==> src/design/ptla_pkg.sv <==
// Shared types, constants and helpers of the peer address table.
package ptla_pkg;

    // Table geometry
    localparam int TABLE_ENTRIES = 64;
    localparam int IDX_W         = (TABLE_ENTRIES > 1) ? $clog2(TABLE_ENTRIES) : 1;
    localparam int CNT_W         = $clog2(TABLE_ENTRIES + 1);
    localparam logic [IDX_W-1:0] LAST_IDX = IDX_W'(TABLE_ENTRIES - 1);

    // Result field widths
    localparam int STATUS_W  = 2;
    localparam int SLOT_W    = 6;
    localparam int REMOVED_W = 7;
    localparam int TIME_W    = 32;

    localparam int SLOT_WIDE_W  = (IDX_W > SLOT_W) ? IDX_W : SLOT_W;
    localparam int COUNT_WIDE_W = (CNT_W > REMOVED_W) ? CNT_W : REMOVED_W;

    localparam logic [TIME_W-1:0] IDLE_LIMIT_RESET = 32'd30000;

    typedef logic [IDX_W-1:0]  idx_t;
    typedef logic [CNT_W-1:0]  cnt_t;
    typedef logic [TIME_W-1:0] time_t;

    // Item mode
    typedef enum logic {
        MODE_TOUCH = 1'b0,
        MODE_TICK  = 1'b1
    } mode_t;

    // Result status codes
    typedef enum logic [STATUS_W-1:0] {
        ST_HIT   = 2'd0,
        ST_FREE  = 2'd1,
        ST_EVICT = 2'd2,
        ST_SWEEP = 2'd3
    } status_t;

    // Lookup key of one peer
    typedef struct packed {
        logic        family_v6;
        logic [15:0] port_number;
        logic [63:0] address_high;
        logic [63:0] address_low;
    } ptla_key_t;

    // Control from the sequencer to the entry store
    typedef struct packed {
        logic rd_en;
        idx_t rd_idx;
        logic wr_key;
        logic wr_time;
        logic set_valid;
        logic clr_valid;
        idx_t wr_idx;
    } ptla_mem_ctl_t;

    // Slot index as reported, masked or zero-extended to the field width
    function automatic logic [SLOT_W-1:0] to_slot(input idx_t i);
        logic [SLOT_WIDE_W-1:0] w;
        w = SLOT_WIDE_W'(i);
        return w[SLOT_W-1:0];
    endfunction

    // Removal count as reported, masked or zero-extended to the field width
    function automatic logic [REMOVED_W-1:0] to_removed(input cnt_t c);
        logic [COUNT_WIDE_W-1:0] w;
        w = COUNT_WIDE_W'(c);
        return w[REMOVED_W-1:0];
    endfunction

endpackage

==> src/design/ptla_ctrl.sv <==
// Scan sequencer: walks the store once per item, commits a touch, issues the result.
module ptla_ctrl
    import ptla_pkg::*;
(
    input  logic                 aclk,
    input  logic                 aresetn,
    input  logic                 s_valid,
    output logic                 s_ready,
    input  logic                 s_mode,
    input  logic                 s_family_v6,
    input  logic [63:0]          s_address_high,
    input  logic [63:0]          s_address_low,
    input  logic [15:0]          s_port_number,
    input  logic [TIME_W-1:0]    s_now_time,
    output logic                 m_valid,
    input  logic                 m_ready,
    output logic [STATUS_W-1:0]  m_status,
    output logic [SLOT_W-1:0]    m_slot,
    output logic [SLOT_W-1:0]    m_evicted_slot,
    output logic [REMOVED_W-1:0] m_removed_count,
    input  logic                 cfg_wr_en,
    input  logic [TIME_W-1:0]    cfg_wr_data,
    output ptla_mem_ctl_t        mem_ctl,
    output ptla_key_t            wr_key_data,
    output time_t                wr_time_data,
    input  ptla_key_t            rd_key,
    input  time_t                rd_time,
    input  logic                 rd_valid
);

    typedef enum logic [3:0] {
        S_IDLE   = 4'b0001,
        S_SCAN   = 4'b0010,
        S_WAIT   = 4'b0100,
        S_FINISH = 4'b1000
    } state_t;

    state_t    state_reg, state_next;
    mode_t     mode_reg;
    ptla_key_t key_reg;
    time_t     now_reg;
    time_t     idle_limit_reg, idle_limit_next;

    idx_t rd_idx_reg, rd_idx_next;
    logic cmp_vld_reg, cmp_vld_next;
    idx_t cmp_idx_reg, cmp_idx_next;

    logic  hit_reg, hit_next;
    idx_t  hit_idx_reg, hit_idx_next;
    logic  free_reg, free_next;
    idx_t  free_idx_reg, free_idx_next;
    logic  old_reg, old_next;
    time_t old_age_reg, old_age_next;
    idx_t  old_idx_reg, old_idx_next;
    cnt_t  removed_reg, removed_next;

    logic                 m_valid_reg, m_valid_next;
    status_t              m_status_reg, m_status_next;
    logic [SLOT_W-1:0]    m_slot_reg, m_slot_next;
    logic [SLOT_W-1:0]    m_evicted_reg, m_evicted_next;
    logic [REMOVED_W-1:0] m_removed_reg, m_removed_next;

    logic  accept;
    logic  out_free;
    time_t age;
    logic  key_eq;
    logic  live;
    logic  expired;
    idx_t  commit_idx;

    assign s_ready  = (state_reg == S_IDLE);
    assign accept   = s_valid && s_ready;
    assign out_free = !m_valid_reg || m_ready;

    // Compare stage: data of entry cmp_idx_reg is on the read port
    assign age     = now_reg - rd_time;
    assign key_eq  = (rd_key == key_reg);
    assign live    = cmp_vld_reg && rd_valid;
    assign expired = live && (mode_reg == MODE_TICK) && (age >= idle_limit_reg);

    // Pick the slot the touch lands on
    always_comb begin
        if (hit_reg) begin
            commit_idx = hit_idx_reg;
        end else if (free_reg) begin
            commit_idx = free_idx_reg;
        end else begin
            commit_idx = old_idx_reg;
        end
    end

    always_comb begin
        state_next      = state_reg;
        idle_limit_next = idle_limit_reg;
        rd_idx_next     = rd_idx_reg;
        cmp_vld_next    = (state_reg == S_SCAN);
        cmp_idx_next    = rd_idx_reg;
        hit_next        = hit_reg;
        hit_idx_next    = hit_idx_reg;
        free_next       = free_reg;
        free_idx_next   = free_idx_reg;
        old_next        = old_reg;
        old_age_next    = old_age_reg;
        old_idx_next    = old_idx_reg;
        removed_next    = removed_reg;
        m_valid_next    = m_valid_reg && !m_ready;
        m_status_next   = m_status_reg;
        m_slot_next     = m_slot_reg;
        m_evicted_next  = m_evicted_reg;
        m_removed_next  = m_removed_reg;
        mem_ctl         = '0;
        mem_ctl.rd_idx  = rd_idx_reg;
        mem_ctl.wr_idx  = cmp_idx_reg;

        // Take configuration writes at any time
        if (cfg_wr_en) begin
            idle_limit_next = cfg_wr_data;
        end

        // Accumulate hit, first free slot, oldest entry and removals
        if (live && (mode_reg == MODE_TOUCH)) begin
            if (!hit_reg && key_eq) begin
                hit_next     = 1'b1;
                hit_idx_next = cmp_idx_reg;
            end
            if (!old_reg || (age > old_age_reg)) begin
                old_next     = 1'b1;
                old_age_next = age;
                old_idx_next = cmp_idx_reg;
            end
        end else if (cmp_vld_reg && !rd_valid && (mode_reg == MODE_TOUCH) && !free_reg) begin
            free_next     = 1'b1;
            free_idx_next = cmp_idx_reg;
        end
        if (expired) begin
            mem_ctl.clr_valid = 1'b1;
            removed_next      = removed_reg + CNT_W'(1);
        end

        case (state_reg)
            S_IDLE: begin
                if (accept) begin
                    rd_idx_next  = '0;
                    hit_next     = 1'b0;
                    free_next    = 1'b0;
                    old_next     = 1'b0;
                    removed_next = '0;
                    state_next   = S_SCAN;
                end
            end
            S_SCAN: begin
                // Issue one read per cycle
                mem_ctl.rd_en = 1'b1;
                if (rd_idx_reg == LAST_IDX) begin
                    state_next = S_WAIT;
                end else begin
                    rd_idx_next = rd_idx_reg + IDX_W'(1);
                end
            end
            S_WAIT: begin
                // Last entry is compared this cycle
                state_next = S_FINISH;
            end
            S_FINISH: begin
                // Commit a touch and load the output register together
                if (out_free) begin
                    m_valid_next = 1'b1;
                    state_next   = S_IDLE;
                    if (mode_reg == MODE_TICK) begin
                        m_status_next  = ST_SWEEP;
                        m_slot_next    = '0;
                        m_evicted_next = '0;
                        m_removed_next = to_removed(removed_reg);
                    end else begin
                        mem_ctl.wr_idx    = commit_idx;
                        mem_ctl.wr_time   = 1'b1;
                        mem_ctl.wr_key    = !hit_reg;
                        mem_ctl.set_valid = !hit_reg;
                        m_slot_next       = to_slot(commit_idx);
                        m_removed_next    = '0;
                        if (hit_reg) begin
                            m_status_next  = ST_HIT;
                            m_evicted_next = '0;
                        end else if (free_reg) begin
                            m_status_next  = ST_FREE;
                            m_evicted_next = '0;
                        end else begin
                            m_status_next  = ST_EVICT;
                            m_evicted_next = to_slot(old_idx_reg);
                        end
                    end
                end
            end
            default: begin
                state_next = S_IDLE;
            end
        endcase
    end

    // Control registers
    always_ff @(posedge aclk) begin
        if (!aresetn) begin
            state_reg      <= S_IDLE;
            idle_limit_reg <= IDLE_LIMIT_RESET;
            cmp_vld_reg    <= 1'b0;
            m_valid_reg    <= 1'b0;
        end else begin
            state_reg      <= state_next;
            idle_limit_reg <= idle_limit_next;
            cmp_vld_reg    <= cmp_vld_next;
            m_valid_reg    <= m_valid_next;
        end
    end

    // Scan and result registers
    always_ff @(posedge aclk) begin
        rd_idx_reg    <= rd_idx_next;
        cmp_idx_reg   <= cmp_idx_next;
        hit_reg       <= hit_next;
        hit_idx_reg   <= hit_idx_next;
        free_reg      <= free_next;
        free_idx_reg  <= free_idx_next;
        old_reg       <= old_next;
        old_age_reg   <= old_age_next;
        old_idx_reg   <= old_idx_next;
        removed_reg   <= removed_next;
        m_status_reg  <= m_status_next;
        m_slot_reg    <= m_slot_next;
        m_evicted_reg <= m_evicted_next;
        m_removed_reg <= m_removed_next;
    end

    // Hold the accepted beat for the whole scan
    always_ff @(posedge aclk) begin
        if (accept) begin
            mode_reg             <= mode_t'(s_mode);
            key_reg.family_v6    <= s_family_v6;
            key_reg.port_number  <= s_port_number;
            key_reg.address_high <= s_address_high;
            key_reg.address_low  <= s_address_low;
            now_reg              <= s_now_time;
        end
    end

    assign wr_key_data     = key_reg;
    assign wr_time_data    = now_reg;
    assign m_valid         = m_valid_reg;
    assign m_status        = m_status_reg;
    assign m_slot          = m_slot_reg;
    assign m_evicted_slot  = m_evicted_reg;
    assign m_removed_count = m_removed_reg;

endmodule

==> config.mk <==
export PLATFORM = sky130hd
export DESIGN_NAME = ptla_ctrl
export DESIGN_NICKNAME = d
export VERILOG_FILES = /design/src/design/ptla_pkg.sv /design/src/design/ptla_ctrl.sv
export SDC_FILE = /design/constraint.sdc
export NUM_CORES = 1
export LEC_CHECK = 0
export ABC_AREA = 1
export BUFFER_PORTS_ARGS = -buffer_cell sky130_fd_sc_hd__clkbuf_2
export CAP_MARGIN = 20
export CORE_AREA = 10 10 228 230
export DETAILED_ROUTE_END_ITERATION = 10
export DIE_AREA = 0 0 238 240
export PLACE_DENSITY = 0.67
export SYNTH_ARGS = -nofsm -noshare
export SYNTH_HDL_FRONTEND = slang
export SYNTH_SLANG_ARGS = --single-unit
==> constraint.sdc <==
create_clock -name aclk -period 16.2 [get_ports aclk]
set_input_delay 3.24 -clock aclk [delete_from_list [all_inputs] [get_ports aclk]]
set_output_delay 3.24 -clock aclk [all_outputs]
set_load 0.03 [all_outputs]
==> impl_metrics.py, run 1 <==
metrics = {
    "die": {
        "die_w_um": 238,
        "start_util": 0.328,
        "die-area_mm2": 0.0571,
        "dieHeight_um": 240,
        "io_pins": 610,
        "rows": 80,
        "core_mm2": 0.0473,
    },
    "route": {
        "drc": 0,
        "drt_iter0_drc": 753,
        "final_antenna_net_count": 0,
        "drt-wirelength-per-cell_um": 21.9,
        "dr_total_vias": 13134,
        "viasPerCell": 4.68,
        "drt_wl_total_um": 61500,
        "drt_first_pass_iters": 5,
    },
    "cells_and_area": {
        "drive_gt1_frac": 0.323,
        "final_area_mm2": 0.0206,
        "final_common_cell": "clkbuf_2",
        "layout_common_cells": "clkbuf_2, nand2_1, edfxtp_1",
        "final_nets": 2647,
        "largest_reg_flops": 145,
        "syn_to_final_growth_pct": 32.5,
    },
    "min_path": {
        "whs_path_depth": 0,
        "hold_start": "cmp_idx_next[3]$_SDFFCE_PN0P_",
        "hold-path-endpoint": "cmp_idx_reg[3]$_DFF_P_",
        "hold_path_class": "reg2reg",
    },
    "placement": {
        "placed_cell_area_mm2": 0.0193,
        "gp_congestion": 1.00,
        "port_buffers": 609,
        "place.detailed.hpwl_um": 52500,
    },
    "worst_setup_path": {
        "path_cells": "clkbuf_2 -> inv_1 -> ha_1 -> a21oi_1 -> nand2_1 -> a21oi_2 -> o21ai_2 -> nand2_2 -> nand2_2 -> nand3_1 -> nand2_1 -> nand2_1 -> nand2_1 -> ha_1 -> nand2_1 -> nor2_1 -> nand4_1 -> a21oi_1 -> nor2_1 -> nand2_2 -> nand2_1 -> inv_1 -> clkbuf_2",
        "rr_endpoint": "old_age_reg[9]$_DFFE_PP_",
        "r2r_start": "wr_time_data[0]$_DFFE_PP_",
        "critical-path-slowest-cell": "ha_1",
        "reg2reg_slack_ns": 11.57,
        "startpoint_type": "input port",
        "crit_path_max_incr_delay_ns": 0.33,
        "critPathTopFamily": "simple AND/OR/NAND/NOR gates",
        "critPathMaxFanout": 13,
        "cp.arrival_ns": 6.42,
        "ff2ff_path_depth": 20,
        "required_ns": 12.96,
        "path_class": "in2out",
        "critPathBufInv": 4,
        "worst_setup_path_end_kind": "output port",
        "crit_top_cell": "nand2_1",
    },
    "global_routing": {
        "grt_pass1_vias": 13541,
        "grt-ovfl-total": 0,
        "grt_max_degree": 76,
        "grt_usage": 0.209,
        "use_met3": 0.0877,
        "busiest_layer": "met2",
        "antenna_found_initial": 9,
        "use_met1": 0.237,
        "grtUsageMet2": 0.351,
        "grt_pass1_wl_um": 87600,
    },
    "synthesis": {
        "synth_flop_cell": "edfxtp_1",
        "synthXorXnorAreaFrac": 0.0800,
        "synthesis.area_mm2": 0.0155,
        "synth_cell_type_count": 42,
        "yosys_register_bits": 309,
        "postSynthAreaPerCell_um2": 10.2,
        "synth_adder_area_share": 0.0793,
        "synth_edf_count": 255,
        "syn-instance-count": 1518,
        "synthTopCellsByArea": "edfxtp_1, ha_1, dfxtp_1",
        "synth_compound_gate_area_share": 0.0831,
        "yosysWarnings": 0,
        "synth_top_family_by_area": "simple AND/OR/NAND/NOR gates",
        "synthArstFlopShare": 0,
        "synth-simple-area-share": 0.135,
        "synth_top_area_cell": "edfxtp_1",
        "synth.area.mux_share": 0,
        "synth_seq_area_share": 0.562,
        "syn_nets": 2009,
        "synthDominantCellAreaShare": 0.492,
    },
    "sta": {
        "slew_headroom": 0.331,
        "skew_ns": 0.0239,
        "worst_slew_pin_slew_ns": 1.00,
        "setup-tns-final_ns": 0,
        "rsz0062_at_grt": "false",
        "fin_crit_ns": 9.66,
        "fmax_mhz": 104,
        "slew_viol_final": 0,
        "hold_viol_final": 0,
        "period_share": 0.596,
        "setup_viol": 0,
    },
    "cts": {
        "cts_buffer_depth": 3,
        "clk_latency_ns": 0.56,
        "tritoncts": "done",
        "htreeDepth": 2,
        "cts_setup_buffers": 0,
        "ctsHoldBuffers": 0,
        "root_buffer": "clkbuf_16",
        "cts_buffers": 39,
        "cts_resized": 0,
        "clkTransAtPathRegs_ns": 0.05,
        "cts.sinks": 309,
    },
    "pwr": {
        "power_leakage_nw": 9.49,
        "p_per_area_mw_per_mm2": 115,
        "peakVddDrop_mv": 0.0814,
    },
    "outcome": {
        "status": "complete, no violations",
    },
    "job": {
        "maxCapViolCount": 0,
    },
}
[Yosys cell counts (5+ instances only)]
| library cell | n |
|---|---|
| nor2_2 | 7 |
| a22o_1 | 12 |
| o21ai_0 | 67 |
| ha_1 | 97 |
| or2_2 | 8 |
| clkbuf_1 | 9 |
| nand3_1 | 36 |
| o21ai_2 | 6 |
| nor2_1 | 135 |
| xnor2_1 | 122 |
| o21a_1 | 6 |
| inv_1 | 223 |
| nand4_1 | 20 |
| dfxtp_1 | 54 |
| a21oi_1 | 111 |
| a21o_1 | 5 |
| nand2_1 | 264 |
| edfxtp_1 | 255 |
| o22ai_1 | 5 |
| nor4_1 | 7 |
| nor3_1 | 11 |
| xor2_1 | 20 |
[cell type report]
type                    count  area (um^2)
diodes                      8         20.0
clock buffers              55         1110
clock inverters            16          145
fillers                  4623        26700
inverters                 223          837
multi-input cells         968         5890
flip-flops and latches    309         8740
well taps                 615          769
repair buffers            615         3090
[metal layers]
metal / vias up / share of wire / wire (um)
met5: - / 0.00020 / 12
met4: 2 / 0.028 / 1710
met2: 518 / 0.48 / 29300
met1: 6141 / 0.39 / 24100
met3: 76 / 0.10 / 6390
li1: 6397 / - / -
[worst max path at each step]
stage	start	to	slack (ns)	depth (start not counted)
floorplan	s_valid	cmp_idx_next[0]$_SDFFCE_PN0P_	7.14	5
global placement	rd_time[0]	mem_ctl[6]	6.53	20
detailed placement	rd_time[0]	mem_ctl[6]	6.53	20
CTS	rd_time[0]	mem_ctl[6]	6.51	20
global route	rd_time[2]	mem_ctl[6]	6.18	23
finish	rd_time[2]	mem_ctl[6]	6.54	23
[metrics by stage]
stage	hold WS, ns	util	setup WS, ns	power [mW]	cells
final	0.413	0.435	6.54	2.38	2809
after detailed placement	0.400	0.408	6.53	1.54	2730
after floorplan	0.435	-	7.14	1.34	1518
after global placement	0.386	0.408	6.53	1.53	2729
after CTS	0.412	0.435	6.51	2.40	2801
after global routing	0.431	0.435	6.18	2.50	2809
[report_power, final]
group	total (mW)	internal [mW]	switching, mW	leakage, nW
clock network	0.854	0.510	0.344	0.611
registers	0.978	0.935	0.0427	2.83
logic	0.545	0.186	0.360	6.04
total	2.38	1.63	0.747	9.49
[cells by family after synthesis]
logic type               after synthesis
AND/OR/NAND/NOR                      500
flip-flops                           309
buffers and inverters                241
AO/OA/AOI/OAI                        228
XOR/XNOR                             142
adder cells (fa/ha/maj)               98
Power figures use the tool's default switching activity.
==> run 2: changes to the inputs <==
CORE_AREA = 10 10 227 229   (was 10 10 228 230)
DIE_AREA = 0 0 237 239   (was 0 0 238 240)
PLACE_DENSITY = 0.69   (was 0.67)
clock period = 8.5 ns   (was 16.2 ns; I/O delays follow)
==> impl_metrics.py, run 2 (synthesis gave the netlist of run 1 again) <==
metrics = {
    "sta": {
        "setup-tns-final_ns": 0,
        "skew_ns": 0.0229,
        "setup_viol": 0,
        "fmax_mhz": 153,
        "worst_slew_pin_slew_ns": 0.898,
        "slew_viol_final": 0,
        "rsz0062_at_grt": "false",
        "period_share": 0.769,
        "slew_headroom": 0.396,
        "hold_viol_final": 0,
        "fin_crit_ns": 6.54,
    },
    "cts": {
        "cts_buffer_depth": 3,
        "cts_buffers": 38,
        "ctsHoldBuffers": 0,
        "root_buffer": "clkbuf_16",
        "cts_resized": 0,
        "clkTransAtPathRegs_ns": 0.06,
        "clk_latency_ns": 0.56,
        "tritoncts": "done",
        "htreeDepth": 2,
        "cts.sinks": 309,
        "cts_setup_buffers": 0,
    },
    "die": {
        "die-area_mm2": 0.0566,
        "io_pins": 610,
        "dieHeight_um": 239,
        "core_mm2": 0.0471,
        "rows": 80,
        "die_w_um": 237,
        "start_util": 0.330,
    },
    "worst_setup_path": {
        "crit_top_cell": "a21oi_1",
        "crit_path_max_incr_delay_ns": 0.36,
        "critical-path-slowest-cell": "xor2_1",
        "ff2ff_path_depth": 22,
        "critPathMaxFanout": 13,
        "rr_endpoint": "old_age_reg[26]$_DFFE_PP_",
        "reg2reg_slack_ns": 4.05,
        "cp.arrival_ns": 4.84,
        "worst_setup_path_end_kind": "output port",
        "path_cells": "clkbuf_2 -> inv_1 -> ha_1 -> a21oi_1 -> nand2_1 -> a21oi_2 -> inv_1 -> a21oi_1 -> o21ai_1 -> xor2_1 -> ha_1 -> a21oi_1 -> o21ai_0 -> nand2_1 -> a21oi_1 -> nor2_1 -> nand2_2 -> nand2_1 -> inv_1 -> clkbuf_2",
        "required_ns": 6.80,
        "critPathBufInv": 5,
        "critPathTopFamily": "compound AO/OA/AOI/OAI gates",
        "path_class": "in2out",
        "startpoint_type": "input port",
        "r2r_start": "wr_time_data[2]$_DFFE_PP_",
    },
    "global_routing": {
        "grt_max_degree": 110,
        "antenna_found_initial": 4,
        "grt_usage": 0.207,
        "grt-ovfl-total": 0,
        "grt_pass1_wl_um": 87100,
        "grt_pass1_vias": 13760,
    },
    "outcome": {
        "status": "complete, no violations",
    },
    "placement": {
        "gp_congestion": 0.911,
        "port_buffers": 609,
        "place.detailed.hpwl_um": 51400,
        "dp.cells": 2729,
    },
    "cells_and_area": {
        "drive_gt1_frac": 0.326,
        "largest_reg_flops": 145,
        "syn_to_final_growth_pct": 32.8,
        "layout_common_cells": "clkbuf_2, nand2_1, edfxtp_1",
        "final_common_cell": "clkbuf_2",
        "finalNonFillerCells": 2803,
        "final_nets": 2646,
        "fillers": 4564,
    },
    "route": {
        "drt_wl_total_um": 60800,
        "viasPerCell": 4.73,
        "drt_first_pass_iters": 5,
        "drt_iter0_drc": 780,
        "dr_total_vias": 13266,
        "drc": 0,
        "drt-wirelength-per-cell_um": 21.7,
        "final_antenna_net_count": 0,
    },
    "pwr": {
        "peakVddDrop_mv": 0.151,
        "power_leakage_nw": 9.50,
        "p_per_area_mw_per_mm2": 222,
    },
    "job": {
        "maxCapViolCount": 0,
    },
    "min_path": {
        "hold-path-endpoint": "cmp_idx_reg[3]$_DFF_P_",
        "hold_path_class": "reg2reg",
        "hold_start": "cmp_idx_next[3]$_SDFFCE_PN0P_",
        "whs_path_depth": 0,
    },
}
[run 2: cell count changes in the layout (fill, tap and decap cells not counted)]
cell | previous run | this run
buf_4 | 5 | 3
diode_2 | 8 | 4
bufinv_16 | 2 | 4
buf_12 | 0 | 2
inv_6 | 1 | 2
clkinv_8 | 1 | 0
clkbuf_1 | 11 | 6
clkinv_1 | 5 | 2
clkinvlp_4 | 1 | 7
clkbuf_16 | 41 | 40
clkinv_2 | 5 | 4
[run 2: cell type report]
class                   count  area [um^2]  share of cell area
repair buffers            615         3120               0.151
clock inverters            20          226              0.0110
diodes                      4         10.0            0.000485
flip-flops and latches    309         8740               0.423
well taps                 615          769              0.0373
clock buffers              49         1060              0.0516
multi-input cells         968         5890               0.285
inverters                 223          837              0.0405
[run 2: report_power, final]
part	switching [mW]	internal (mW)
clock network	0.669	1.01
logic	0.682	0.356
registers	0.0812	1.78
total	1.43	3.15
[run 2: through the flow]
step                      utilization  area [um^2]  hold WS [ns]  setup WS [ns]  total power [mW]
after floorplan                     -        15500         0.435          0.983              2.55
after global placement          0.410        19300         0.383           1.98              2.91
after detailed placement        0.410        19300         0.410           1.94              2.93
after CTS                       0.437        20600         0.424           1.93              4.64
after global routing            0.438        20600         0.447           1.59              4.82
final                           0.438        20700         0.418           1.96              4.58
[run 2: how the worst max path moves through the flow]
stage	slack, ns	start	cells after the start	end
3_3_place_gp	1.98	rd_time[0]	19	mem_ctl[6]
2_1_floorplan	0.98	s_valid	5	cmp_idx_next[0]$_SDFFCE_PN0P_
4_1_cts	1.93	rd_time[2]	20	mem_ctl[6]
5_1_grt	1.59	rd_time[2]	20	mem_ctl[6]
3_5_place_dp	1.94	rd_time[2]	20	mem_ctl[6]
6_report	1.96	rd_time[2]	20	mem_ctl[6]
[run 2: routing by layer]
| layer | part of all wire | wire length [um] | vias to the layer above | track usage |
|---|---|---|---|---|
| li1 | - | - | 6378 | - |
| met1 | 0.38 | 23300 | 6250 | 0.232 |
| met2 | 0.48 | 29000 | 526 | 0.345 |
| met3 | 0.10 | 6240 | 110 | 0.0842 |
| met4 | 0.035 | 2140 | 2 | 0.0861 |
| met5 | 0.00030 | 18 | - | 0 |
==> run 3: changes to the inputs <==
clock period = 5.6 ns   (was 8.5 ns; I/O delays follow)
==> impl_metrics.py, run 3 (synthesis gave the netlist of run 1 again) <==
metrics = {
    "outcome": {
        "status": "complete, no violations",
    },
    "cells_and_area": {
        "final_nets": 2648,
        "finalNonFillerCells": 2810,
        "final_area_mm2": 0.0207,
        "layout_common_cells": "clkbuf_2, nand2_1, edfxtp_1",
        "syn_to_final_growth_pct": 32.8,
        "final_common_cell": "clkbuf_2",
        "largest_reg_flops": 145,
        "finish.utilization": 0.438,
        "drive_gt1_frac": 0.324,
        "fillers": 4568,
        "multi_input_area_mm2": 0.00590,
        "regArea_mm2": 0.00874,
    },
    "pwr": {
        "comb_power_share": 0.230,
        "seq_power_share": 0.413,
        "p_sw_frac": 0.315,
        "power.share.clock": 0.357,
        "peakVddDrop_mv": 0.243,
        "p_per_area_mw_per_mm2": 332,
        "p_sw_mw": 2.16,
        "internal-power_mw": 4.70,
        "power_leakage_nw": 9.50,
        "p_total_mw": 6.86,
    },
    "sta": {
        "fin_crit_ns": 5.30,
        "setup_ws_ns": 0.301,
        "slew_headroom": 0.418,
        "rsz0062_at_grt": "false",
        "holdWs_ns": 0.412,
        "worst_slew_pin_slew_ns": 0.873,
        "fmax_mhz": 189,
        "slew_viol_final": 0,
        "skew_ns": 0.0176,
        "setup_viol": 0,
        "hold_viol_final": 0,
        "setup-tns-final_ns": 0,
        "period_share": 0.946,
    },
    "worst_setup_path": {
        "critPathTopFamily": "adder cells",
        "critical-path-slowest-cell": "fa_1",
        "worst_setup_path_end_kind": "output port",
        "path_cells": "clkbuf_2 -> ha_1 -> fa_1 -> o21ai_2 -> a21oi_2 -> o21ai_2 -> nand3_1 -> nand2_1 -> xor2_1 -> ha_1 -> nand2_1 -> o21ai_0 -> nand2_1 -> o211ai_1 -> nor2_1 -> nand2_2 -> nand2_1 -> inv_1 -> clkbuf_2",
        "critPathMaxFanout": 4,
        "critPathBufInv": 3,
        "crit_top_cell": "nand2_1",
        "crit_path_max_incr_delay_ns": 0.43,
        "path_class": "in2out",
        "required_ns": 4.48,
        "cp.arrival_ns": 4.18,
        "startpoint_type": "input port",
    },
    "cts": {
        "root_buffer": "clkbuf_16",
        "tritoncts": "done",
        "htreeDepth": 2,
        "cts.sinks": 309,
        "clkTransAtPathRegs_ns": 0.06,
        "clk_latency_ns": 0.55,
        "cts_buffers": 38,
        "cts_buffer_depth": 3,
        "cts_setup_buffers": 0,
    },
    "die": {
        "die-area_mm2": 0.0566,
        "core_mm2": 0.0471,
        "io_pins": 610,
        "rows": 80,
        "die_w_um": 237,
        "dieHeight_um": 239,
        "start_util": 0.330,
    },
    "placement": {
        "placed_cell_area_mm2": 0.0194,
        "dp.cells": 2730,
        "port_buffers": 609,
        "place.detailed.hpwl_um": 51400,
        "place_ws_ns": 0.295,
        "gp_congestion": 0.922,
    },
    "route": {
        "drt-wirelength-per-cell_um": 21.5,
        "viasPerCell": 4.76,
        "drt_wl_total_um": 60400,
        "drt_first_pass_iters": 5,
        "drt_iter0_drc": 938,
        "final_antenna_net_count": 0,
        "drc": 0,
        "dr_total_vias": 13376,
    },
    "global_routing": {
        "antenna_found_initial": 10,
        "grt_pass1_wl_um": 87300,
        "grt_usage": 0.207,
        "grt-ovfl-total": 0,
        "grt_max_degree": 96,
        "grt_pass1_vias": 13778,
    },
    "job": {
        "maxCapViolCount": 0,
    },
    "min_path": {
        "hold_path_class": "reg2reg",
    },
}
## run 3: cell type report
cell class | instances | area share
repair buffers | 617 | 0.153
clock inverters | 22 | 0.0107
flip-flops and latches | 309 | 0.423
well taps | 615 | 0.0373
diodes | 8 | 0.000969
inverters | 223 | 0.0405
clock buffers | 48 | 0.0494
multi-input cells | 968 | 0.286
## run 3: worst paths after layout
path / start / end / slack [ns] / cells after the start
max: rd_time[0] / mem_ctl[6] / 0.30 / 19
min reg2reg: cmp_idx_next[3]$_SDFFCE_PN0P_ / cmp_idx_reg[3]$_DFF_P_ / 0.41 / 0
min: cmp_idx_next[3]$_SDFFCE_PN0P_ / cmp_idx_reg[3]$_DFF_P_ / 0.41 / 0
max reg2reg: wr_time_data[0]$_DFFE_PP_ / old_age_reg[9]$_DFFE_PP_ / 1.30 / 19
## run 3: power groups by stage
stage,combinational [mW],clock (mW),sequential (mW)
2_1_floorplan,0.777,0,3.08
6_report,1.58,2.45,2.83
4_1_cts,1.59,2.52,2.83
5_1_grt,1.76,2.62,2.85
3_3_place_gp,1.55,0,2.87
3_5_place_dp,1.58,0,2.88
## run 3: worst reg2reg max path, delay by kind of cell, from the launching register on
kind,cells,cell delay [ns]
AO/OA/AOI/OAI,4,1.04
AND/OR/NAND/NOR,9,1.20
XOR/XNOR,1,0.27
flip-flops,1,0.35
buffers and inverters,2,0.32
adder cells (fa/ha/maj),3,0.81
## run 3: routing by layer
| metal | vias up | track usage | part of all wire |
|---|---|---|---|
| li1 | 6394 | - | - |
| met1 | 6362 | 0.242 | 0.39 |
| met2 | 548 | 0.341 | 0.48 |
| met3 | 70 | 0.0804 | 0.11 |
| met4 | 2 | 0.0660 | 0.022 |
| met5 | - | 0 | 0.00018 |
## run 3: timing repair
action / CTS / global route
hold buffers: 0 / 0
gates resized for setup: 0 / 1
setup endpoints to repair: 0 / 1
